--- src/rtl/hepc_pkg.sv ---
package hepc_pkg;

   // Datapath widths: dx, dy are 25 bits, scaled by 2^24, with headroom for CORDIC gain
   localparam int XW = 52;
   localparam int ZW = 32;
   localparam int DW = 25;
   localparam int POS_W = 24;
   localparam int HEAD_W = 16;
   localparam int CMD_W = 17;
   localparam int ERR_W = 18;
   localparam int SCALE_SHIFT = 24;
   localparam int ROUND_SHIFT = 16;

   localparam int CORDIC_STAGES_DEFAULT = 16;

   // Angle constants, Q2.29 radians
   localparam logic signed [ZW-1:0] HALF_PI_Q29 = 32'sd843314857;
   localparam logic signed [ZW-1:0] QUARTER_PI_Q29 = 32'sd421657428;
   localparam logic signed [ZW:0] ROUND_HALF = 33'sd32768;

   // Heading error constants, Q3.13 radians
   localparam logic signed [ERR_W-1:0] PI_Q13 = 18'sd25736;
   localparam logic signed [ERR_W-1:0] NEG_PI_Q13 = -18'sd25736;
   localparam logic signed [ERR_W-1:0] TWO_PI_Q13 = 18'sd51472;

   // Configuration register indexes
   localparam logic CSR_GOAL_X = 1'b0;
   localparam logic CSR_GOAL_Y = 1'b1;

   // Vector carried down the rotation chain
   typedef struct packed {
      logic signed [XW-1:0]     x;
      logic signed [XW-1:0]     y;
      logic signed [ZW-1:0]     z;
      logic signed [HEAD_W-1:0] heading;
      logic                     at_goal;
   } hepc_vec_type;

   // Truncating quotient of two non-negative values by shift and subtract, used at elaboration
   function automatic longint series_quotient(input longint num, input longint den);
      longint rem;
      longint quo;
      rem = 0;
      quo = 0;
      for (int b = 62; b >= 0; b--) begin
         rem = (rem << 1) | ((num >>> b) & longint'(1));
         quo = quo << 1;
         if (rem >= den) begin
            rem = rem - den;
            quo = quo | longint'(1);
         end
      end
      return quo;
   endfunction

   // atan(2^-idx) in Q2.29 by a truncated alternating series in Q0.60, used at elaboration
   function automatic logic signed [ZW-1:0] atan_entry(input int unsigned idx);
      longint power;
      longint acc;
      longint term;
      longint divisor;
      acc = 0;
      if (idx == 0) begin
         return QUARTER_PI_Q29;
      end
      if (idx > 30) begin
         return '0;
      end
      power = longint'(1) << (60 - idx);
      for (int k = 0; k < 32; k++) begin
         if (power != 0) begin
            divisor = longint'(2 * k + 1);
            term = series_quotient(power, divisor);
            if ((k & 1) != 0) begin
               acc = acc - term;
            end else begin
               acc = acc + term;
            end
            power = power >>> (2 * idx);
         end
      end
      return ZW'((acc + (longint'(1) << 30)) >>> 31);
   endfunction

endpackage

--- src/rtl/hepc_cell.sv ---
module hepc_cell
   import hepc_pkg::*;
#(
   parameter int STAGE_INDEX = 0
) (
   input  logic         clock,
   input  logic         reset,
   input  logic         s_valid,
   output logic         s_ready,
   input  hepc_vec_type s_vec,
   output logic         m_valid,
   input  logic         m_ready,
   output hepc_vec_type m_vec
);

   localparam logic signed [ZW-1:0] ATAN_STEP = atan_entry(STAGE_INDEX);

   logic signed [XW-1:0] x_shift;
   logic signed [XW-1:0] y_shift;
   hepc_vec_type         vec_in;
   hepc_vec_type         vec_ff;
   logic                 valid_ff;
   logic                 valid_in;

   // Rotate toward the x axis by one micro-angle
   assign x_shift = s_vec.x >>> STAGE_INDEX;
   assign y_shift = s_vec.y >>> STAGE_INDEX;

   always_comb begin
      vec_in = s_vec;
      if (!s_vec.y[XW-1]) begin
         vec_in.x = s_vec.x + y_shift;
         vec_in.y = s_vec.y - x_shift;
         vec_in.z = s_vec.z + ATAN_STEP;
      end else begin
         vec_in.x = s_vec.x - y_shift;
         vec_in.y = s_vec.y + x_shift;
         vec_in.z = s_vec.z - ATAN_STEP;
      end
   end

   // Stage register: load when empty or draining
   assign s_ready = !valid_ff || m_ready;
   assign valid_in = s_ready ? s_valid : valid_ff;

   always_ff @(posedge clock) begin
      if (reset) begin
         valid_ff <= 1'b0;
      end else begin
         valid_ff <= valid_in;
      end
      if (s_ready && s_valid) begin
         vec_ff <= vec_in;
      end
   end

   assign m_valid = valid_ff;
   assign m_vec = vec_ff;

endmodule

--- config.mk ---
export PLATFORM = sky130hd
export DESIGN_NAME = hepc_cell
export DESIGN_NICKNAME = d
export VERILOG_FILES = /design/src/rtl/hepc_pkg.sv /design/src/rtl/hepc_cell.sv
export SDC_FILE = /design/constraint.sdc
export NUM_CORES = 1
export LEC_CHECK = 0
export BUFFER_PORTS_ARGS = -buffer_cell sky130_fd_sc_hd__buf_2
export CORE_MARGIN = 2
export CORE_UTILIZATION = 31
export CTS_CLUSTER_DIAMETER = 80
export DETAILED_ROUTE_END_ITERATION = 7
export PLACE_DENSITY = 0.62
export SETUP_SLACK_MARGIN = 0.3
export SLEW_MARGIN = 20
export SYNTH_ARGS = -nofsm -noshare
export SYNTH_HDL_FRONTEND = slang
export SYNTH_SLANG_ARGS = --single-unit
--- constraint.sdc ---
create_clock -name clock -period 11.4 [get_ports clock]
set_input_delay 0.57 -clock clock [delete_from_list [all_inputs] [get_ports clock]]
set_output_delay 0.57 -clock clock [all_outputs]
set_load 0.005 [all_outputs]
== Yosys cells after proc, flatten, opt, wreduce, memory -nomap -nowiden ==
Index checks and enable logic that the tools add are counted.
Word-level totals
  register bits: 154
  bits in latches: 0
  memory bits (writable): 0
  ROM bits: 0
  input bits: 157
  output and inout port bits: 155
  word-level logic and storage cells: 15
  memories kept: 0
Cells by class
  $add $sub $neg: 5
  $mul: 0
  divide/modulo/power cells: 0
  magnitude comparators: 0
  equality and inequality tests: 0
  shift operators: 0
  mux-type cells: 1
  bitwise operators: 0
  reductions and logical operators: 3
Operators by type and width (count)
  two-way mux 136 bit: 1
  subtractor 52 bit: 2
  adder 52 bit: 1
  adder 32 x 30 -> 32 bit, second input constant: 1
  subtractor 32 x 30 -> 32 bit, second input constant: 1
  logical AND 1 bit: 1
  logical NOT 1 bit: 1
  logical OR 1 bit: 1

== Logic depth before layout (Yosys ltp) ==
  word-level depth: 3
  mapped depth: 15

== Worst setup path after synthesis ==
OpenSTA, ideal clock, no wires.
  kind: input to register
  from: in m_ready
  to: reg vec_ff (netlist bit m_vec[0]), enable pin
  library setup time: 530 ps
  arrival: 4219 ps
  data required time: 10870 ps
  slack: 6651 ps
  stages: 2
  cell sequence: nand2b_1 > and2_1
On the way
  word-level cells in the longest chain between the ends: 2
RTL lines
  start: declaration: RTL line hepc_cell.sv:12  | input logic m_ready,
  logical OR 1 bit: RTL line hepc_cell.sv:43  | assign s_ready = !valid_ff || m_ready;
  logical AND 1 bit: RTL line hepc_cell.sv:52  | if (s_ready && s_valid) begin
  end signal: assignment: RTL line hepc_cell.sv:53  | vec_ff <= vec_in;
  end: declaration: RTL line hepc_cell.sv:21  | hepc_vec_type vec_ff;
No other way between the ends.
A chain may end at the register's enable or synchronous reset.

==> metrics.md <==
| Metric | Value |
|---|---|
| Min Tclk post-route | 4.21 ns |
| F_max | 0.238 GHz |
| Yosys warnings | 0 |
| Clock Latency Late Sink | between 0.4 and 0.5 ns |
| Cell row count | 82 |
| Leakage | 0.00798 uW |
| Sequential area share after synthesis | 0.290 |
| RR Endpoint | m_vec[76] |
| Setup crit start | s_vec[100] |
| GP Congestion | ~1.0 |
| Worst R2R Path Depth | 3 |
| I/O Pins | 312 |
| Design Area, Final | approximately 19,000 sq um |
| CTS resizes | 0 |
| CP max stage cell | buf_4 |
| Vias in the first global route | 14,696 |
| Root Buffer | clkbuf_16 |
| Reg2reg start | m_valid |
| Avg Cell Area, Syn | 8.51 sq um |
| CTS Hold Buffers Added | 0 |
| DRT Pass-1 Iters | 6 |
| Maxcap violations | 0 |
| Top FF cell, synth | edfxtp_1 |
| Cells after DPL | 2,777 |
| Rel. slew slack | 0.335 |
| Initial DRC Count | 1,470 |
| Crit path max fanout | 84 |
| Least-Margin Pin Slew | 0.997 ns |
| XOR/XNOR Fraction of Synth Area | 0.0703 |
| Final clock skew | ~0.023 ns |
| DP Wirelength | 46,600 um |
| CP arrival | 4.43 ns |
| P_sw | 808 uW |
| Total power | 2160 uW |
| Die Ht | about 230 um |
| P&R area growth vs syn | 17.0% |
| Setup TNS | 0 ns |
| Initial antenna violation count | 2 |
| Async set-or-reset flop fraction in the synthesized netlist | 0 |
| Initial Util | 0.315 |
| First-pass GRT wire length | 87,200 um |
| Logic pwr share | 0.386 |
| R2r setup slk | around 9.5 ns |
| Mux contribution to synthesized area | 0.0204 |
| Largest family of logic cells by synthesized area | compound AO/OA/AOI/OAI gates |
| PwrDens | 117 nW/um^2 |
| Drt drc | 0 |
| Synth unique cells | 94 |
| Seq pwr share | 0.345 |
| Clock share of power | 0.269 |
| CP max stage delay | 0.80 ns |
| CP Cell Sequence | buf_4, buf_4, ha_1, a21oi_1, o221ai_1, o211ai_1, o211ai_1, a41oi_1, nor2b_1, nor2_1, o31ai_1, a21oi_1, xnor2_1 |
| Int Power | 1350 uW |
| Adder-Cell Fraction of Synth Area | 0.161 |
| Hold WS | 0.241 ns |
| Final Hold Fails | 0 |
| Total core area | 50,300 sq um |
| HP Class | primary input to flip-flop |
| Sw Ratio | 0.375 |
| Vias/cell | 5.42 |
| Tcrit/Tclk final | 0.369 |
| Share of layout cells above drive strength 1 | 0.183 |
| Seq cells post-synth | 153 |
| Largest net degree at the start of global routing | 85 |
| Max clock buf depth | 2 |
| Area of the die | 52,900 sq um |
| Layout Cells excl Fill | between 2,000 and 3,000 |
| Port buffer count | ~310 |
| EDFF count, synth | 152 |
| Worst path required time | approximately 12 ns |
| TritonCTS clock tree | built |
| Clock H-tree levels | 4 |
| Total grt overflow | 0 |
| Final nets | 2,482 |
| Syn Inst Count | between 1,500 and 2,000 |
| Path type of the worst setup path | primary input to flip-flop |
| Number of buffers created by CTS | 17 |
| VDD IR-drop max | 0.0998 mV |
| Per-cell routed wire length | 20.7 um |
| Die width | about 230 um |
| Crit path to | m_vec[46] |
| CP Launch Type | primary input |
| Hold Crit Start | reset |
| # clock sinks | 153 |
| Post CTS Setup Buffer Count | 0 |
| Synth Area in Simple Gates | 0.137 |
| Placed Area | roughly 18,000 sq um |
| Clk slew on worst S/H paths | 0.06 ns |
| Post-Syn Nets | 2,217 |
| Synth Area in Compound Gates | 0.259 |
| Antenna viol nets, final | 0 |
| Setup violators final | 0 |
| Overall Global Routing Usage | 0.214 |
| WL final | 58,200 um |
| Vias | 15,225 |
| Mapped Area | 15,800 sq um |
| Slew Limit Fails | 0 |
| Crit end category | flip-flop |
| RSZ-0062 raised after global routing | false |
| Status | complete, no violations |
[cell usage in the layout (no fill, tap or decap), drive strengths merged, types with 6 or more instances in the layout]
| cell type | synthesis | final |
|---|---|---|
| buf | 35 | 315 |
| a21oi | 249 | 249 |
| ha | 197 | 197 |
| inv | 178 | 179 |
| edfxtp | 152 | 152 |
| o21ai | 146 | 146 |
| nor2 | 137 | 137 |
| xnor2 | 121 | 121 |
| nand2 | 106 | 106 |
| o21bai | 57 | 57 |
| nor3 | 38 | 38 |
| nand4 | 34 | 34 |
| a21o | 31 | 31 |
| mux2i | 30 | 30 |
| nor2b | 27 | 27 |
| nand3 | 25 | 25 |
| o31ai | 25 | 25 |
| nand2b | 18 | 18 |
| clkbuf | 34 | 18 |
| o211ai | 16 | 16 |
| nor4 | 14 | 14 |
| o21a | 13 | 13 |
| clkinv | 7 | 13 |
| a211o | 12 | 12 |
| a211oi | 12 | 12 |
| or3 | 11 | 11 |
| and2 | 10 | 10 |
| a31oi | 10 | 10 |
| or2 | 8 | 8 |
| and3 | 7 | 7 |
| a2111oi | 7 | 7 |
| a21boi | 7 | 7 |
| o311ai | 7 | 7 |
| xor2 | 6 | 6 |
| o221ai | 6 | 6 |
| o2111ai | 6 | 6 |
[registers in the layout, indices dropped and copies added (netlist names)]
register,flops
m_valid,1
m_vec,152
[worst min path at each step]
stage	end	slack (ns)	cells after the start
floorplan	m_valid	0.52	2
finish	m_valid	0.24	2
detailed placement	m_valid	0.51	2
global placement	m_valid	0.50	2
CTS	m_valid	0.19	2
global route	m_valid	0.21	2
[power groups by stage]
stage	logic, uW	clock network (uW)	registers [uW]
floorplan	504	0	768
global placement	812	0	756
detailed placement	815	0	756
CTS	821	601	745
global route	903	620	751
finish	832	581	744
[synthesized netlist by cell type (34+ instances only)]
| cell type | instances | share of area |
|---|---|---|
| nand2_1 | 106 | 0.025 |
| nand4_1 | 34 | 0.013 |
| o21bai_1 | 56 | 0.027 |
| o21ai_0 | 133 | 0.042 |
| nor2_1 | 136 | 0.032 |
| inv_1 | 171 | 0.041 |
| ha_1 | 197 | 0.16 |
| edfxtp_1 | 152 | 0.29 |
| nor3_1 | 38 | 0.012 |
| clkbuf_1 | 34 | 0.0081 |
| xnor2_1 | 121 | 0.067 |
| a21oi_1 | 245 | 0.078 |
[cells by family after synthesis]
group	Yosys count
simple gates	448
buf+inv	254
fa+ha+maj	201
flops	153
xor+xnor	127
mux	32
compound gates	644
[area by class of cell]
type	count	area (sq um)
diodes	1	2.50
repair buffers	315	1590
fillers	5252	31800
clock buffers	18	429
flip-flops and latches	153	4580
clock inverters	13	129
inverters	185	694
multi-input cells	1452	10200
well taps	672	841
[metal layers]
metal / GRT usage / wire length (um)
met1: 0.293 / 26600
met2: 0.342 / 26500
met3: 0.0377 / 3730
met4: 0.0651 / 1320
met5: 0 / 13
[critical path, delay by kind of cell]
family	cells	cell delay (ns)
xor+xnor	1	0.08
compound gates	7	1.68
fa+ha+maj	1	0.43
buf+inv	2	1.30
simple gates	2	0.24
[metrics by stage]
stage	setup WS, ns	util
final	7.19	0.368
after global routing	6.92	0.368
after CTS	7.35	0.368
after detailed placement	6.81	0.357
after global placement	6.85	0.357
after floorplan	6.65	-
No activity file was read; power rests on OpenSTA's default activity.
