==> config.mk <==
export PLATFORM = sky130hd
export DESIGN_NAME = hepc_front
export DESIGN_NICKNAME = d
export VERILOG_FILES = /design/src/rtl/hepc_pkg.sv /design/src/rtl/hepc_front.sv
export SDC_FILE = /design/constraint.sdc
export NUM_CORES = 1
export LEC_CHECK = 0
export ABC_AREA = 1
export BUFFER_PORTS_ARGS = -buffer_cell sky130_fd_sc_hd__buf_2
export CAP_MARGIN = 15
export CORE_ASPECT_RATIO = 1.25
export CORE_UTILIZATION = 50
export CTS_BUF_LIST = sky130_fd_sc_hd__clkbuf_2 sky130_fd_sc_hd__clkbuf_4 sky130_fd_sc_hd__clkbuf_8
export DETAILED_ROUTE_END_ITERATION = 16
export GPL_TIMING_DRIVEN = 0
export PLACE_DENSITY_LB_ADDON = 0.12
export SLEW_MARGIN = 20
export SYNTH_ARGS = -nofsm -noshare
export SYNTH_HDL_FRONTEND = slang
export SYNTH_SLANG_ARGS = --single-unit
export TNS_END_PERCENT = 1
==> constraint.sdc <==
create_clock -name clock -period 5.4 [get_ports clock]
set_clock_uncertainty 0.1 [all_clocks]
set_input_delay 0 -clock clock [delete_from_list [all_inputs] [get_ports clock]]
set_output_delay 0 -clock clock [all_outputs]
set_load 0.05 [all_outputs]
==> src/rtl/hepc_pkg.sv <==
package hepc_pkg;

   // Datapath widths: dx, dy are 25 bits, scaled by 2^24, with headroom for CORDIC gain
   localparam int XW = 52;
   localparam int ZW = 32;
   localparam int DW = 25;
   localparam int POS_W = 24;
   localparam int HEAD_W = 16;
   localparam int CMD_W = 17;
   localparam int ERR_W = 18;
   localparam int SCALE_SHIFT = 24;
   localparam int ROUND_SHIFT = 16;

   localparam int CORDIC_STAGES_DEFAULT = 16;

   // Angle constants, Q2.29 radians
   localparam logic signed [ZW-1:0] HALF_PI_Q29 = 32'sd843314857;
   localparam logic signed [ZW-1:0] QUARTER_PI_Q29 = 32'sd421657428;
   localparam logic signed [ZW:0] ROUND_HALF = 33'sd32768;

   // Heading error constants, Q3.13 radians
   localparam logic signed [ERR_W-1:0] PI_Q13 = 18'sd25736;
   localparam logic signed [ERR_W-1:0] NEG_PI_Q13 = -18'sd25736;
   localparam logic signed [ERR_W-1:0] TWO_PI_Q13 = 18'sd51472;

   // Configuration register indexes
   localparam logic CSR_GOAL_X = 1'b0;
   localparam logic CSR_GOAL_Y = 1'b1;

   // Vector carried down the rotation chain
   typedef struct packed {
      logic signed [XW-1:0]     x;
      logic signed [XW-1:0]     y;
      logic signed [ZW-1:0]     z;
      logic signed [HEAD_W-1:0] heading;
      logic                     at_goal;
   } hepc_vec_type;

   // Truncating quotient of two non-negative values by shift and subtract, used at elaboration
   function automatic longint series_quotient(input longint num, input longint den);
      longint rem;
      longint quo;
      rem = 0;
      quo = 0;
      for (int b = 62; b >= 0; b--) begin
         rem = (rem << 1) | ((num >>> b) & longint'(1));
         quo = quo << 1;
         if (rem >= den) begin
            rem = rem - den;
            quo = quo | longint'(1);
         end
      end
      return quo;
   endfunction

   // atan(2^-idx) in Q2.29 by a truncated alternating series in Q0.60, used at elaboration
   function automatic logic signed [ZW-1:0] atan_entry(input int unsigned idx);
      longint power;
      longint acc;
      longint term;
      longint divisor;
      acc = 0;
      if (idx == 0) begin
         return QUARTER_PI_Q29;
      end
      if (idx > 30) begin
         return '0;
      end
      power = longint'(1) << (60 - idx);
      for (int k = 0; k < 32; k++) begin
         if (power != 0) begin
            divisor = longint'(2 * k + 1);
            term = series_quotient(power, divisor);
            if ((k & 1) != 0) begin
               acc = acc - term;
            end else begin
               acc = acc + term;
            end
            power = power >>> (2 * idx);
         end
      end
      return ZW'((acc + (longint'(1) << 30)) >>> 31);
   endfunction

endpackage

==> src/rtl/hepc_front.sv <==
module hepc_front
   import hepc_pkg::*;
(
   input  logic                     clock,
   input  logic                     reset,
   input  logic signed [POS_W-1:0]  goal_x,
   input  logic signed [POS_W-1:0]  goal_y,
   input  logic                     s_valid,
   output logic                     s_ready,
   input  logic signed [POS_W-1:0]  robot_x,
   input  logic signed [POS_W-1:0]  robot_y,
   input  logic signed [HEAD_W-1:0] robot_heading,
   output logic                     m_valid,
   input  logic                     m_ready,
   output hepc_vec_type             m_vec
);

   logic signed [DW-1:0] dx;
   logic signed [DW-1:0] dy;
   logic signed [DW-1:0] rot_x;
   logic signed [DW-1:0] rot_y;
   logic signed [ZW-1:0] rot_z;
   hepc_vec_type         vec_in;
   hepc_vec_type         vec_ff;
   logic                 valid_ff;
   logic                 valid_in;

   // Form the offset to the goal
   assign dx = {goal_x[POS_W-1], goal_x} - {robot_x[POS_W-1], robot_x};
   assign dy = {goal_y[POS_W-1], goal_y} - {robot_y[POS_W-1], robot_y};

   // Rotate the left half plane into the right one by a quarter turn
   always_comb begin
      rot_x = dx;
      rot_y = dy;
      rot_z = '0;
      if (dx[DW-1]) begin
         if (!dy[DW-1]) begin
            rot_x = dy;
            rot_y = -dx;
            rot_z = HALF_PI_Q29;
         end else begin
            rot_x = -dy;
            rot_y = dx;
            rot_z = -HALF_PI_Q29;
         end
      end
   end

   always_comb begin
      vec_in.x = {{(XW - DW - SCALE_SHIFT){rot_x[DW-1]}}, rot_x, {SCALE_SHIFT{1'b0}}};
      vec_in.y = {{(XW - DW - SCALE_SHIFT){rot_y[DW-1]}}, rot_y, {SCALE_SHIFT{1'b0}}};
      vec_in.z = rot_z;
      vec_in.heading = robot_heading;
      vec_in.at_goal = (dx == '0) && (dy == '0);
   end

   // Stage register: load when empty or draining
   assign s_ready = !valid_ff || m_ready;
   assign valid_in = s_ready ? s_valid : valid_ff;

   always_ff @(posedge clock) begin
      if (reset) begin
         valid_ff <= 1'b0;
      end else begin
         valid_ff <= valid_in;
      end
      if (s_ready && s_valid) begin
         vec_ff <= vec_in;
      end
   end

   assign m_valid = valid_ff;
   assign m_vec = vec_ff;

endmodule

=== Word level (Yosys, flattened, before mapping) ===
Cells that the tools add are included.

* Add/subtract/negate cells: 4
* Muxes and demuxes: 5
* Reductions and logical operators: 6

{| class="wikitable"
|+ Operators by type and width
! operator !! number
|-
| $mux W25 || 4
|-
| $logic_not A25 Y1 || 2
|-
| $neg A25 Y25 || 2
|-
| $sub A24 B24 Y25 || 2
|-
| $mux W32 || 1
|-
| $logic_and A1 B1 Y1 || 2
|-
| $logic_not A1 Y1 || 1
|-
| $logic_or A1 B1 Y1 || 1
|}

* Input bits: 116
* Output and inout bits: 155
* Flip-flop bits (word level): 100

=== Logic depth before layout (Yosys ltp) ===
* Depth after elaboration: 4
* Gate-level depth with buffers: 22

=== Least setup slack after synthesis ===
OpenSTA, ideal clock, no wires.

* Path type: reg2reg
* Start: register valid_ff, in the netlist m_valid
* End: register vec_ff (netlist bit m_vec[0]), enable pin
* Required time: 4.779 ns
* Arrival time: 3.978 ns
* Cell stages (with the launch flop): 2
* Period minus slack after synthesis: 4.598 ns
* Path slack: 0.802 ns
* Path buffers: 0
* Cell sequence: dfxtp_1 -> a21oi_1

* Longest elaborated chain between the ends: 3

{| class="wikitable"
|+ Ends and longest elaborated chain
! item !! line !! text
|-
| start, declared || hepc_front.sv:25 || <nowiki>logic valid_ff;</nowiki>
|-
| start signal, assigned || hepc_front.sv:66 || <nowiki>valid_ff <= valid_in;</nowiki>
|-
| $logic_not A1 Y1 || hepc_front.sv:59 || <nowiki>assign s_ready = !valid_ff || m_ready;</nowiki>
|-
| $logic_or A1 B1 Y1 || hepc_front.sv:59 ||
|-
| $logic_and A1 B1 Y1 || hepc_front.sv:68 || <nowiki>if (s_ready && s_valid) begin</nowiki>
|-
| end signal, assigned || hepc_front.sv:69 || <nowiki>vec_ff <= vec_in;</nowiki>
|-
| end, declared || hepc_front.sv:24 || <nowiki>hepc_vec_type vec_ff;</nowiki>
|}

Every way passes these cells.
A chain may end at the register's enable or synchronous reset.

=== Final worst setup path ===
* Start: input goal_y[0]
* End: register vec_ff (netlist bit m_vec[139]) (data pin)

* Longest elaborated chain between the ends: 4

{| class="wikitable"
|+ Ends and longest elaborated chain
! item !! line !! text
|-
| start, declared || hepc_front.sv:7 || <nowiki>input logic signed [POS_W-1:0] goal_y,</nowiki>
|-
| $sub A24 B24 Y25 (*) || hepc_front.sv:30 || <nowiki>assign dy = {goal_y[POS_W-1], goal_y} - {robot_y[POS_W-1], robot_y};</nowiki>
|-
| $neg A25 Y25 || hepc_front.sv:43 || <nowiki>rot_x = -dy;</nowiki>
|-
| $mux W25 (*) || hepc_front.sv:38 || <nowiki>if (!dy[DW-1]) begin</nowiki>
|-
| $mux W25 (*) || hepc_front.sv:37 || <nowiki>if (dx[DW-1]) begin</nowiki>
|-
| net rot_x[14] || hepc_front.sv:20 || <nowiki>logic signed [DW-1:0] rot_x;</nowiki>
|}

The timed path passes the listed nets; every way through them passes the cells marked *.

==> results.tsv <==
metric	value	unit
grt_overflow	0	
io_buffer_count	222	
placed_area	9850	sq um
vias	8695	
p_clk_share	17.2	%
synth-edff-count	70	
p_sw	1340	uW
synthArstFlopShare	0	%
setup_viol	0	
cts_buffer_depth	2	
routabilityCongestion	0.965	
row_count	52	
syn_inst	1285	
synth.avg_cell_area	6.38	sq um
startpoint_type	input pin	
dpl.cell_count	1773	
htree_levels	3	
slew_headroom	62.1	%
dp_hpwl	19100	um
grt_pass1_vias	7962	
post-route-period-util	50.8	%
maxSlewViolCount	0	
yosysUniqueCellTypes	39	
ys_seq_area_share	25.9	%
antenna_found_initial	0	
initial_utilization	50.8	%
fp.dieW	117	um
finalNetCount	1754	
hold_slack	71.0	ps
drt_pass1_iterations	5	
crit_required	5360	ps
power.leakage	0.00584	uW
ctsRootBufferMaster	clkbuf_8	
critical_path_arrival	2710	ps
drt_iter0_drc	554	
post_cts_resized	0	
diodes	0	
synth_seq_cells	71	
layout_common_cells	421 x nand2_1, 228 x buf_2, 223 x inv_1, 115 x nand3_1, 90 x nor2_1	
stdcell_count	1807	
intPower	1450	uW
cts.clk_slew.worst_paths	80	ps
min_period	2740	ps
hold_violations	0	
rsz0062_at_grt	no	
tritoncts	done	
fin_setup_tns	0	ps
cts.sinks	71	
critPathMaxFanout	4	
fmax	0.364	GHz
yosysWarningCount	0	
clk-insertion-delay-late	350	ps
die_area	16900	sq um
powerDensity	272	nW/um^2
drc_errors	0	
wl	23000	um
vias_per_cell	4.81	
ant_nets	0	
worstMarginPinSlew	564	ps
layout_commonest_cell	nand2_1	
io_pins	271	
ir_drop	0.000141	V
path_class	input pin to register	
cp-end-kind	register	
synth-main-ff-cell	edfxtp_1	
design_area	10300	sq um
pwr-share-comb	56.2	%
worstHoldPathType	input pin to register	
cts_buffers	9	
switching_share	48.0	%
wl_per_cell	12.7	um
die_y	145	um
core	16100	sq um
status	complete, no violations	
cap_violations	0	
drive_above_1_share	24.6	%
grt_max_degree	25	
syn_area	8200	sq um
grtUsageTotal	27.9	%
fin_util	63.6	%
grt_pass1_wl	37100	um
seqPwrFrac	26.6	%
area_growth	25.1	%
## power groups by stage
stage / registers [uW] / clock network, uW / logic (uW)
4_1_cts: 743 / 485 / 1560
6_report: 742 / 481 / 1570
2_1_floorplan: 1020 / 0 / 923
5_1_grt: 750 / 509 / 1720
3_5_place_dp: 755 / 0 / 1540
3_3_place_gp: 758 / 0 / 1520
## area by class of cell
type	count	area, sq um
clock inverter	5	81.3
tap	216	270
clock buffer	11	145
multi-input combinational	933	4650
fill	1602	5880
buffer	100	758
timing repair buffer	243	1370
inverter	228	856
sequential	71	2120
## metrics by stage
| stage | total power [uW] | worst slack [ps] |
|---|---|---|
| after floorplan | 1940 | 802 |
| after global placement | 2280 | -245 |
| after CTS | 2790 | 2720 |
| final | 2790 | 2660 |
| after detailed placement | 2300 | 2390 |
| after global routing | 2980 | 2450 |
## repair_timing
action | 4_1_cts | 5_1_grt
endpoints found under the hold margin | 17 | 0
hold buffers | 18 | 0
setup endpoints to repair | 0 | 0
buffers inserted | 0 | 0
## final timing paths
| kind | cells past startpoint | start | end | slack [ps] |
|---|---|---|---|---|
| setup reg to reg | 3 | m_valid$_SDFFE_PP0N_ | m_vec[81]$_DFFE_PP_ | 3720 |
| setup / recovery | 18 | goal_y[0] | m_vec[139]$_DFFE_PP_ | 2660 |
| hold reg to reg | 1 | m_valid$_SDFFE_PP0N_ | m_vec[14]$_DFFE_PP_ | 690 |
| hold / removal | 3 | s_valid | m_vec[14]$_DFFE_PP_ | 70 |
## logic make-up (layout without fill, tap and decap cells)
group | after synthesis | count (layout) | share of synthesized area, %
AOI/OAI and AO/OA | 102 | 102 | 6.64
xor gates and xnor gates | 21 | 21 | 2.24
adders and majority gates | 52 | 52 | 8.12
buffers and inverters | 328 | 587 | 19.7
DFF | 71 | 71 | 25.9
other | 1 | 48 | 0.0457
and+or+nand+nor | 710 | 710 | 37.4
## synthesized netlist by cell type (all sizes together), types with 3 or more instances
cell type / count / area [sq um]
edfxtp: 70 / 2100
nand2: 447 / 1750
ha: 50 / 626
nor3: 19 / 105
inv: 228 / 856
xnor2: 7 / 61.3
o21ai: 46 / 230
a21oi: 46 / 234
xor2: 14 / 123
nand4: 12 / 75.1
nor2: 101 / 427
nand3b: 9 / 67.6
nand3: 120 / 626
buf: 96 / 713
clkbuf: 4 / 45.0
o31ai: 3 / 27.5
## registers in the layout (all words and copies together), names as in the netlist
| name | count |
|---|---|
| m_vec | 70 |
| m_valid | 1 |
## critical path, cell delays in order
cell and delay [ps]:
buf_2 80, inv_1 30, ha_1 230, fa_1 670, ha_1 220, inv_1 50
nor2_1 140, nand3_1 110, nor2_1 90, nand2_1 100, nor2_2 210, nand3_2 160
nor2_4 140, inv_1 60, nand2_1 100, nand2_1 60, nand3_1 100, o21ai_0 150
## metal layers
| metal | GRT usage, % | part of all wire [%] | vias up |
|---|---|---|---|
| met1 | 33.6 | 41 | 3806 |
| li1 | - | - | 4520 |
| met3 | 2.38 | 5.9 | 58 |
| met2 | 49.8 | 49 | 311 |
| met4 | 11.6 | 4.1 | 0 |
| met5 | 0 | 0 | - |
Power figures use the tool's default switching activity.
