--- src/rtl/hepc_pkg.sv ---
package hepc_pkg;

   // Datapath widths: dx, dy are 25 bits, scaled by 2^24, with headroom for CORDIC gain
   localparam int XW = 52;
   localparam int ZW = 32;
   localparam int DW = 25;
   localparam int POS_W = 24;
   localparam int HEAD_W = 16;
   localparam int CMD_W = 17;
   localparam int ERR_W = 18;
   localparam int SCALE_SHIFT = 24;
   localparam int ROUND_SHIFT = 16;

   localparam int CORDIC_STAGES_DEFAULT = 16;

   // Angle constants, Q2.29 radians
   localparam logic signed [ZW-1:0] HALF_PI_Q29 = 32'sd843314857;
   localparam logic signed [ZW-1:0] QUARTER_PI_Q29 = 32'sd421657428;
   localparam logic signed [ZW:0] ROUND_HALF = 33'sd32768;

   // Heading error constants, Q3.13 radians
   localparam logic signed [ERR_W-1:0] PI_Q13 = 18'sd25736;
   localparam logic signed [ERR_W-1:0] NEG_PI_Q13 = -18'sd25736;
   localparam logic signed [ERR_W-1:0] TWO_PI_Q13 = 18'sd51472;

   // Configuration register indexes
   localparam logic CSR_GOAL_X = 1'b0;
   localparam logic CSR_GOAL_Y = 1'b1;

   // Vector carried down the rotation chain
   typedef struct packed {
      logic signed [XW-1:0]     x;
      logic signed [XW-1:0]     y;
      logic signed [ZW-1:0]     z;
      logic signed [HEAD_W-1:0] heading;
      logic                     at_goal;
   } hepc_vec_type;

   // Truncating quotient of two non-negative values by shift and subtract, used at elaboration
   function automatic longint series_quotient(input longint num, input longint den);
      longint rem;
      longint quo;
      rem = 0;
      quo = 0;
      for (int b = 62; b >= 0; b--) begin
         rem = (rem << 1) | ((num >>> b) & longint'(1));
         quo = quo << 1;
         if (rem >= den) begin
            rem = rem - den;
            quo = quo | longint'(1);
         end
      end
      return quo;
   endfunction

   // atan(2^-idx) in Q2.29 by a truncated alternating series in Q0.60, used at elaboration
   function automatic logic signed [ZW-1:0] atan_entry(input int unsigned idx);
      longint power;
      longint acc;
      longint term;
      longint divisor;
      acc = 0;
      if (idx == 0) begin
         return QUARTER_PI_Q29;
      end
      if (idx > 30) begin
         return '0;
      end
      power = longint'(1) << (60 - idx);
      for (int k = 0; k < 32; k++) begin
         if (power != 0) begin
            divisor = longint'(2 * k + 1);
            term = series_quotient(power, divisor);
            if ((k & 1) != 0) begin
               acc = acc - term;
            end else begin
               acc = acc + term;
            end
            power = power >>> (2 * idx);
         end
      end
      return ZW'((acc + (longint'(1) << 30)) >>> 31);
   endfunction

endpackage

--- src/rtl/hepc_finish.sv ---
module hepc_finish
   import hepc_pkg::*;
(
   input  logic                    clock,
   input  logic                    reset,
   input  logic                    s_valid,
   output logic                    s_ready,
   input  hepc_vec_type            s_vec,
   output logic                    m_valid,
   input  logic                    m_ready,
   output logic signed [CMD_W-1:0] turn_command
);

   logic signed [ZW:0]       z_round;
   logic signed [CMD_W-1:0]  angle;
   logic signed [ERR_W-1:0]  err_in;
   logic signed [ERR_W-1:0]  err_ff;
   logic                     goal_ff;
   logic                     err_valid_ff;
   logic                     err_valid_in;
   logic                     err_ready;
   logic signed [ERR_W-1:0]  wrap;
   logic signed [CMD_W-1:0]  cmd_in;
   logic signed [CMD_W-1:0]  cmd_ff;
   logic                     cmd_valid_ff;
   logic                     cmd_valid_in;

   // Round the angle to Q3.13 and take off the heading
   assign z_round = {s_vec.z[ZW-1], s_vec.z} + ROUND_HALF;
   assign angle = z_round[ZW:ROUND_SHIFT];
   assign err_in = {angle[CMD_W-1], angle}
                 - {{(ERR_W - HEAD_W){s_vec.heading[HEAD_W-1]}}, s_vec.heading};

   assign s_ready = !err_valid_ff || err_ready;
   assign err_valid_in = s_ready ? s_valid : err_valid_ff;

   always_ff @(posedge clock) begin
      if (reset) begin
         err_valid_ff <= 1'b0;
      end else begin
         err_valid_ff <= err_valid_in;
      end
      if (s_ready && s_valid) begin
         err_ff <= err_in;
         goal_ff <= s_vec.at_goal;
      end
   end

   // Wrap into (-pi, pi] and double; force zero on the goal
   always_comb begin
      wrap = err_ff;
      if (err_ff > PI_Q13) begin
         wrap = err_ff - TWO_PI_Q13;
      end else if (err_ff <= NEG_PI_Q13) begin
         wrap = err_ff + TWO_PI_Q13;
      end
      cmd_in = goal_ff ? '0 : {wrap[CMD_W-2:0], 1'b0};
   end

   // Output register: holds a beat while the sink stalls
   assign err_ready = !cmd_valid_ff || m_ready;
   assign cmd_valid_in = err_ready ? err_valid_ff : cmd_valid_ff;

   always_ff @(posedge clock) begin
      if (reset) begin
         cmd_valid_ff <= 1'b0;
      end else begin
         cmd_valid_ff <= cmd_valid_in;
      end
      if (err_ready && err_valid_ff) begin
         cmd_ff <= cmd_in;
      end
   end

   assign m_valid = cmd_valid_ff;
   assign turn_command = cmd_ff;

endmodule

--- config.mk ---
export PLATFORM = sky130hd
export DESIGN_NAME = hepc_finish
export DESIGN_NICKNAME = d
export VERILOG_FILES = /design/src/rtl/hepc_pkg.sv /design/src/rtl/hepc_finish.sv
export SDC_FILE = /design/constraint.sdc
export NUM_CORES = 1
export LEC_CHECK = 0
export BUFFER_PORTS_ARGS = -buffer_cell sky130_fd_sc_hd__buf_2
export CAP_MARGIN = 20
export CORE_AREA = 4 4 86 88
export CTS_BUF_LIST = sky130_fd_sc_hd__clkbuf_4 sky130_fd_sc_hd__clkbuf_8
export CTS_CLUSTER_DIAMETER = 80
export DETAILED_ROUTE_END_ITERATION = 12
export DIE_AREA = 0 0 90 92
export HOLD_SLACK_MARGIN = 0.02
export PLACE_DENSITY = 0.88
export SYNTH_ARGS = -nofsm -noshare
export SYNTH_HDL_FRONTEND = slang
export SYNTH_SLANG_ARGS = --single-unit
export TNS_END_PERCENT = 20
--- constraint.sdc ---
create_clock -name clock -period 3.45 [get_ports clock]
set_input_delay 0.5175 -clock clock [delete_from_list [all_inputs] [get_ports clock]]
set_output_delay 0.5175 -clock clock [all_outputs]
set_load 0.05 [all_outputs]
# --- Word-level counts from Yosys, hierarchy flattened ---
# Cells that the tools add are included.
totals:
  wordCells: 20
  regBits: 38
  inputBits: 157
op_classes:
  magnitude_cmp: 2
  n_addsub: 4
  reduce_logical: 6
  mux: 2
ops:
  columns: ["cell", "n"]
  rows:
  - ["$add A32 B17 Y33 const B", 1]
  - ["$mux W16", 2]
  - ["$gt A18 B16 Y1 const B", 1]
  - ["$le A18 B16 Y1 const B", 1]
  - ["$sub A17 B16 Y18", 1]
  - ["$add A16 B15 Y16 const B", 1]
  - ["$sub A16 B15 Y16 const B", 1]
  - ["$logic_and A1 B1 Y1", 2]
  - ["$logic_not A1 Y1", 2]
  - ["$logic_or A1 B1 Y1", 2]

# --- Logic depth before layout (Yosys ltp) ---
# Gate-level depths: netlist of run 1.
depth:
  ltp_word: 4
  depth_mapped: 14

# --- Worst setup path after synthesis of run 1 ---
# OpenSTA, ideal clock, no wires.
synth_path:
  path_kind: "input to register"
  startpoint: "input s_vec[34] (netlist bit)"
  endpoint: "register err_ff[15] (data pin)"
  stages: 14
  setup_time_ns: 0.261
  slack_ns: 0.260
  required_ns: 3.189
  arrival_time_ns: 2.929
  path_cell_list: "and3_1 and2_1 and3_1 and4_1 nand3_1 xnor2_1 ha_1 inv_1 o21bai_1 a21oi_1 nor2b_1 a311oi_1 nor4b_1 a311o_1"
synth_between:
  elab_chain_cells: 2
synth_lines:
  columns: ["item", "line", "text"]
  rows:
  - ["from (decl)", "hepc_finish.sv:8", "input hepc_vec_type s_vec,"]
  - ["$add A32 B17 Y33", "hepc_finish.sv:29", "assign z_round = {s_vec.z[ZW-1], s_vec.z} + ROUND_HALF;"]
  - ["$sub A17 B16 Y18", "hepc_finish.sv:32", "- {{(ERR_W - HEAD_W){s_vec.heading[HEAD_W-1]}}, s_vec.heading};"]
  - ["net err_in[15]", "hepc_finish.sv:16", "logic signed [ERR_W-1:0] err_in;"]
  - ["to (signal assigned)", "hepc_finish.sv:44", "err_ff <= err_in;"]
  - ["to (decl)", "hepc_finish.sv:17", "logic signed [ERR_W-1:0] err_ff;"]
# The timed path passes the listed nets, and every way through them passes these cells.
# A chain may end at the register's enable or synchronous reset.

# --- Worst setup path after layout of run 1 ---
layout_path:
  startpoint: "input s_vec[35] (netlist bit)"
  endpoint: "register err_ff[11] (data pin)"
# Same word-level chain as after synthesis.

==> results.toml, run 1 <==
[setup_path]
crit_path_max_fanout = 3
r2r-start = "err_ff[5]$_DFFE_PP_"
worstPathArrival_ns = 3.21
cp.required_ns = 3.48
end_kind = "flip-flop"
cp-start-kind = "primary input"
crit_path_start = "s_vec[35]"
criticalPathCategory = "in -> reg"

[floorplanning]
num_rows = 30
die_h_um = 92
dieArea_um2 = 8280
design.core.area_um2 = 6640
fp.dieW_um = 90
initial_core_util_pct = 43.8
num_io_pins = 176

[route]
via_count = 2369
drtPass1Iterations = 4
drt_iter0_drc = 169
post-route-drc-count = 0
wl_per_cell_um = 12.5
detail-route-antenna-nets = 0
routed_wl_um = 5570
via_per_inst = 5.34

[grt]
grt_use_met1_pct = 15.4
use_met2_pct = 25.0
grt-busiest-layer = "met2"
grt_first_pass_wirelength_um = 9530
grtUsageTotal_pct = 13.7
grt_overflow_total = 0
antenna_found_initial = 0
grt_pass1_vias = 2208
grt_start_max_net_pins = 20
grtUsageMet3_pct = 3.86

[yosys]
synth_area_um2 = 2910
synthArstFlopShare_pct = 0
yosys.cell_types.count = 56
avgSynthCellArea_um2 = 9.54
synthMuxAreaShare_pct = 0.516
ys_warn_count = 0
synth_top_family_by_area = "simple AND/OR/NAND/NOR gates"
synth_edf_count = 35
synthSimpleGateAreaFrac_pct = 18.2
synth_nets = 484
synth.top_cell.area_share_pct = 36.1
synth_area_leaders = "edfxtp_1, ha_1, xor2_1, xnor2_1, nor2_1"
ys_seq_elements = 37
ys_seq_area_share_pct = 37.5
synth_xor_area_share_pct = 11.4
yosys.area.top_type = "edfxtp_1"
synth_fa_ha_area_share_pct = 9.72
synth-compound-area-share_pct = 16.3
netlist_instances = 305
synthFlopType = "edfxtp_1"

[clock_network]
clockBufferDepth = 2
postCtsSetupBuffers = 0
clkTransAtPathRegs_ns = 0.06
cts-hold-fix-buffers = 0
cts_max_level = 2
cts_tree = "yes"
clockRootBuffer = "clkbuf_8"
clk_latency_ns = 0.29
cts.sinks = 37
cts_buffers = 5
ctsResizeCount = 0

[sta]
finalHoldViolCount = 0
fin_skew_ns = 0.00288
fin_crit_sh_pct = 92.2
setup_violations = 0
slew_headroom_pct = 50.0
rsz0062_at_grt = "no"
tns_ns = 0
tightest_slew_ns = 0.750
period_needed_ns = 3.18
drv_slew = 0
fmaxAchievable_mhz = 314

[layout]
fin_cells = 444
layout_common_cells = "buf_2, edfxtp_1, nor2_1, inv_1, ha_1"
drive_above_1_share_pct = 22.0
final_common_cell = "buf_2"
fillers = 611
antenna_cells = 0
syn2layout_area_growth_pct = 15.5
fin_nets = 542

[place]
dp_cells = 436
port_buffers = 55
dp_hpwl_um = 4640
place_congestion = 0.839

[hold_path]
hold_class = "in -> reg"
hp-start = "reset"

[power]
peakVddDrop_uv = 138
p_per_area_nw_per_um2 = 410
power.leakage_uw = 0.00143

[run_status]
status = "finished, final reports clean"

[run]
cap_violations = 0
## critical path: stages
cell       delay, ns
buf_2           0.11
and3_1          0.18
and2_1          0.18
and3_1          0.20
nand2_1         0.07
xnor2_1         0.13
ha_1            0.28
nand3_1         0.13
nor2_1          0.07
a21oi_1         0.15
o311ai_0        0.22
buf_4           0.20
a2111oi_0       0.44
nor3_1          0.14
xor2_1          0.17
## stage by stage
stage | utilization, % | total power (uW) | hold slack [ns] | area (um^2) | worst slack [ns]
after global routing | 50.6 | 1470 | 0.395 | 3360 | 0.0445
final | 50.6 | 1380 | 0.399 | 3360 | 0.268
after floorplan | - | 999 | 0.478 | 2910 | 0.260
after CTS | 50.6 | 1390 | 0.390 | 3360 | 0.316
after global placement | 49.4 | 1090 | 0.490 | 3280 | 0.0695
after detailed placement | 49.4 | 1110 | 0.522 | 3280 | 0.0285
## state kept, by name (all words and copies together) (netlist names)
| name | count |
|---|---|
| m_valid | 1 |
| err_valid_ff | 1 |
| goal_ff | 1 |
| turn_command | 16 |
| err_ff | 18 |
## cell usage after synthesis, types with 5 or more instances
library cell / instances
nor2b_1: 9
nand2_1: 14
inv_1: 30
clkbuf_1: 5
xnor2_1: 18
nand3_1: 13
xor2_1: 20
o21ai_0: 6
nor2_1: 31
a21oi_1: 16
edfxtp_1: 35
nor3_1: 6
ha_1: 21
a211oi_1: 5
## area by class of cell
class	instances	area [um^2]	area share (%)
Multi-Input combinational cell	226	1640	48.8
Sequential cell	37	1090	32.5
Timing Repair Buffer	63	335	9.98
Inverter	30	113	3.35
Tap cell	80	100	2.98
Clock buffer	5	68.8	2.05
Clock inverter	3	12.5	0.372
## report_power, final
| part | leakage (uW) | internal [uW] | switching, uW |
|---|---|---|---|
| combinational | 0.00104 | 202 | 275 |
| sequential | 0.000355 | 567 | 61.8 |
| clock | 0.0000430 | 136 | 137 |
## cell families after synthesis
family	Yosys count
compound gates	66
xor+xnor	38
other cells	1
simple gates	98
flops	37
buf+inv	42
fa+ha+maj	22
mux	1
## worst paths after layout
path                                    end  depth (start not counted)  slack [ns]
max                    err_ff[11]$_DFFE_PP_                         15        0.27
min               err_valid_ff$_SDFFE_PP0N_                          2        0.40
min reg2reg            m_valid$_SDFFE_PP0P_                          2        0.53
max reg2reg  turn_command[15]$_SDFFCE_PP0P_                          9        0.64
## routing by layer
layer	routed length, um	share of wire (%)	up-vias
li1	-	-	1210
met1	2310	41	1077
met5	0	0	-
met2	2820	51	74
met3	355	6.4	8
met4	86	1.5	0
Note: power is estimated with default switching activity, not from simulation.
==> inputs of run 2 (changes only) <==
Settings changed: CORE_AREA 4 4 86 88 to 4 4 90 92, DIE_AREA 0 0 90 92 to 0 0 94 96, PLACE_DENSITY 0.88 to 0.85, REMOVE_ABC_BUFFERS set to 1.
Clock period 3.45 ns to 2.6 ns, I/O delays scaled along.
==> results.toml, run 2 (synthesis gave the netlist of run 1 again) <==
[route]
via_per_inst = 5.05
post-route-drc-count = 0
via_count = 2598
wl_per_cell_um = 12.2
drt_iter0_drc = 57
drtPass1Iterations = 4
detail-route-antenna-nets = 0
routed_wl_um = 6280

[grt]
grt_start_max_net_pins = 20
grt_first_pass_wirelength_um = 10800
grtUsageTotal_pct = 14.6
antenna_found_initial = 0
grt_pass1_vias = 2610
grt_overflow_total = 0

[floorplanning]
initial_core_util_pct = 40.3
dieArea_um2 = 9020
num_rows = 31
die_h_um = 96
fp.dieW_um = 94
num_io_pins = 176
design.core.area_um2 = 7210

[layout]
fillers = 652
final_area_um2 = 3940
top_register = "err_ff"
drive_above_1_share_pct = 38.6
largest_reg_flops = 18
layout_common_cells = "buf_4, buf_2, edfxtp_1, inv_1, nor2_1"
fin_cells = 514
fin_util_pct = 54.6
antenna_cells = 0
fin_nets = 593
final_common_cell = "buf_4"
syn2layout_area_growth_pct = 35.3

[sta]
period_needed_ns = 2.72
fin_crit_sh_pct = 105
slew_headroom_pct = 50.3
setup_violations = 7
rsz0062_at_grt = "yes"
tightest_slew_ns = 0.745
fin_ws_ns = -0.117
finalHoldViolCount = 0
fin_skew_ns = 0.00307
fmaxAchievable_mhz = 368
holdWs_ns = 0.273
drv_slew = 0

[setup_path]
crit_path_max_fanout = 3
critical_path.cell_chain = "buf_6 > and3_4 > and2_4 > and3_4 > nand4_1 > xnor2_1 > ha_1 > a21oi_2 > o21bai_1 > a21oi_2 > nor2b_1 > a311oi_2 > nor4b_2 > a311o_1"
slowest_delay_ns = 0.31
cp-start-kind = "primary input"
slowest_stage = "ha_1"
worstPathArrival_ns = 2.76
criticalPathCategory = "in -> reg"
critPathBufInv = 1
crit_path_start = "s_vec[34]"
end_kind = "flip-flop"
cp.required_ns = 2.64
r2r-start = "err_ff[0]$_DFFE_PP_"
worst_path_dominant_cell_family = "compound AO/OA/AOI/OAI gates"

[place]
dpl_cell_area_um2 = 3650
port_buffers = 55
place_congestion = 0.839
dp_cells = 501
dp_hpwl_um = 4970
pre_cts_ws_ns = -0.636

[clock_network]
cts.sinks = 37
clk_latency_ns = 0.29
cts_buffers = 5
clockBufferDepth = 2
cts_tree = "yes"
clockRootBuffer = "clkbuf_8"
cts_max_level = 2
cts-hold-fix-buffers = 0
clkTransAtPathRegs_ns = 0.07

[power]
power.leakage_uw = 0.00172
peakVddDrop_uv = 209
p_per_area_nw_per_um2 = 507

[hold_path]
hp-start = "reset"
hold_class = "in -> reg"

[run_status]
violations = "setup timing"
status = "finished with violations"

[run]
cap_violations = 0
[run 2: cell types whose count changed in the layout (fill, tap and decap cells not counted), sizes merged]
| cell | change |
|---|---|
| clkinv | -1 |
| buf | +51 |
| clkbuf | +1 |
[run 2: layout make-up]
type / count / area, um^2 / share of cell area (%)
inverters: 30 / 113 / 2.86
multi-input cells: 226 / 1780 / 45.3
clock inverters: 2 / 10.0 / 0.254
well taps: 99 / 124 / 3.15
clock buffers: 6 / 76.3 / 1.94
flip-flops and latches: 37 / 1090 / 27.7
repair buffers: 114 / 741 / 18.8
[run 2: where the power goes]
part / leakage (uW) / internal, uW / switching [uW] / total, uW
sequential: 0.000355 / 751 / 57.4 / 808
combinational: 0.00131 / 371 / 434 / 805
clock: 0.0000484 / 196 / 187 / 383
[run 2: path summary, 6_finish.rpt]
| check | end | slack (ns) | depth (start not counted) |
|---|---|---|---|
| min reg2reg | m_valid$_SDFFE_PP0P_ | 0.52 | 2 |
| min | m_valid$_SDFFE_PP0P_ | 0.27 | 2 |
| max reg2reg | turn_command[15]$_SDFFCE_PP0P_ | 0.13 | 6 |
| max | err_ff[15]$_DFFE_PP_ | -0.12 | 14 |
[run 2: timing repair]
item                                    in CTS  in global routing
setup buffers                                4                  1
pin swaps                                   15                  8
resized for setup                           24                 14
endpoints found under the setup margin       8                 11
[run 2: per-layer routing]
| layer | share of wire [%] | track usage, % |
|---|---|---|
| met1 | 40 | 15.8 |
| met2 | 52 | 27.9 |
| met3 | 5.1 | 2.35 |
| met4 | 3.2 | 6.38 |
| met5 | 0 | 0 |
[run 2: per-stage QoR]
step / setup TNS [ns] / power (uW)
after floorplan: -1.39 / 1300
after global placement: -3.28 / 1540
after detailed placement: -4.59 / 1570
after CTS: -0.0570 / 1970
after global routing: -1.47 / 2120
final: -0.442 / 2000
==> inputs of run 3 (changes only) <==
Settings changed: CORE_AREA 4 4 90 92 to 4 4 82 100, CTS_CLUSTER_SIZE set to 28, DIE_AREA 0 0 94 96 to 0 0 86 104.
==> results.toml, run 3 (synthesis gave the netlist of run 1 again) <==
[place]
port_buffers = 55
dp_cells = 493
place_congestion = 0.818
pre_cts_ws_ns = -0.623
dp_hpwl_um = 4980
dpl_cell_area_um2 = 3640

[power]
p_per_area_nw_per_um2 = 509
power.leakage_uw = 0.00171
p_int_uw = 1320
sequentialPowerShare_pct = 40.5
p_clk_share_pct = 18.9
p_switching_uw = 677
combPwrFrac_pct = 40.6
swShare_pct = 33.9
peakVddDrop_uv = 247

[grt]
grt_pass1_vias = 2592
antenna_found_initial = 0
grt_start_max_net_pins = 20
grtUsageTotal_pct = 14.0
grt_first_pass_wirelength_um = 10400
grt_overflow_total = 0

[clock_network]
clockRootBuffer = "clkbuf_8"
cts_tree = "yes"
cts-hold-fix-buffers = 0
clockBufferDepth = 2
clk_latency_ns = 0.29
cts.sinks = 37
cts_max_level = 2
clkTransAtPathRegs_ns = 0.07
cts_buffers = 5

[sta]
drv_slew = 0
tns_ns = -0.452
period_needed_ns = 2.74
fin_ws_ns = -0.143
setup_violations = 5
holdWs_ns = 0.262
finalHoldViolCount = 0
rsz0062_at_grt = "yes"
fin_skew_ns = 0.00834
fmaxAchievable_mhz = 365
tightest_slew_ns = 0.759
slew_headroom_pct = 49.4
fin_crit_sh_pct = 105

[setup_path]
critPathBufInv = 1
r2r-start = "err_ff[4]$_DFFE_PP_"
worst_path_dominant_cell_family = "compound AO/OA/AOI/OAI gates"
slowest_stage = "ha_1"
cp-start-kind = "primary input"
slowest_delay_ns = 0.32
criticalPathCategory = "in -> reg"
critical_path.cell_chain = "buf_6 > and3_4 > and2_4 > and3_4 > nand4_1 > xnor2_1 > ha_1 > a21oi_2 > o21bai_2 > a21oi_2 > nor2b_1 > a311oi_2 > nor4b_1 > a311o_1"
cp.required_ns = 2.63
crit_path_start = "s_vec[35]"
end_kind = "flip-flop"
worstPathArrival_ns = 2.78
crit_path_max_fanout = 3

[hold_path]
hp-start = "reset"
hold_class = "in -> reg"

[route]
drt_iter0_drc = 84
post-route-drc-count = 0
via_per_inst = 5.20
wl_met1_um = 2510
dr_wl_met3_um = 318
via_count = 2616
wl_per_cell_um = 12.9
route.met2.wl_um = 3450
detail-route-antenna-nets = 0
routed_wl_um = 6470
routed.top_layer = "met4"
drtPass1Iterations = 5

[floorplanning]
num_rows = 34
die_h_um = 104
design.core.area_um2 = 7190
dieArea_um2 = 8940
initial_core_util_pct = 40.5
fp.dieW_um = 86
num_io_pins = 176

[layout]
layout_common_cells = "buf_4, buf_2, edfxtp_1, inv_1, nor2_1"
largest_reg_flops = 18
final_common_cell = "buf_4"
fin_cells = 503
fillers = 605
drive_above_1_share_pct = 38.3
antenna_cells = 0
final_area_um2 = 3930
syn2layout_area_growth_pct = 34.9
top_register = "err_ff"
fin_nets = 591

[run_status]
violations = "setup timing"
status = "finished with violations"

[run]
cap_violations = 0
==> run 3: cell count changes in the layout (fill, tap and decap cells not counted), moves of 2 or more <==
cell and change:
nor2_2 +2, a21oi_1 +2, xnor2_2 -2, nor2_1 -2, buf_4 -3, a21oi_2 -2
==> run 3: what timing repair did <==
action / CTS / global route
setup buffers: 0 / 2
endpoints found under the setup margin: 8 / 18
pin swaps: 7 / 12
resized for setup: 13 / 28
==> run 3: cell type report <==
cell class,count,area [um^2],share of cell area [%]
Multi-Input combinational cell,226,1790,45.7
Sequential cell,37,1090,27.8
Timing Repair Buffer,112,729,18.6
Inverter,30,113,2.87
Tap cell,90,113,2.87
Clock buffer,6,76.3,1.94
Clock inverter,2,10.0,0.255
==> run 3: metrics by stage <==
stage,util (%),total power [uW]
CTS,52.5,1960
global placement,50.7,1540
global route,54.6,2130
floorplan,-,1300
finish,54.6,2000
detailed placement,50.7,1570
==> run 3: routing by layer <==
metal | track usage [%] | up-vias
met3 | 2.54 | 18
li1 | - | 1312
met5 | 0 | -
met4 | 7.47 | 0
met2 | 25.5 | 81
met1 | 14.8 | 1205
==> run 3: power by group through the flow <==
stage	clock, uW	sequential (uW)	combinational, uW
final	377	808	812
after global routing	421	817	891
after CTS	387	807	764
after detailed placement	0	820	749
after global placement	0	817	720
after floorplan	0	899	405
==> run 3: final timing paths <==
kind,end,slack [ns],cells past startpoint
worst max-delay path,err_ff[15]$_DFFE_PP_,-0.14,14
worst min-delay path,err_valid_ff$_SDFFE_PP0N_,0.26,2
worst max register to register,turn_command[15]$_SDFFCE_PP0P_,0.14,8
worst min register to register,m_valid$_SDFFE_PP0P_,0.52,2
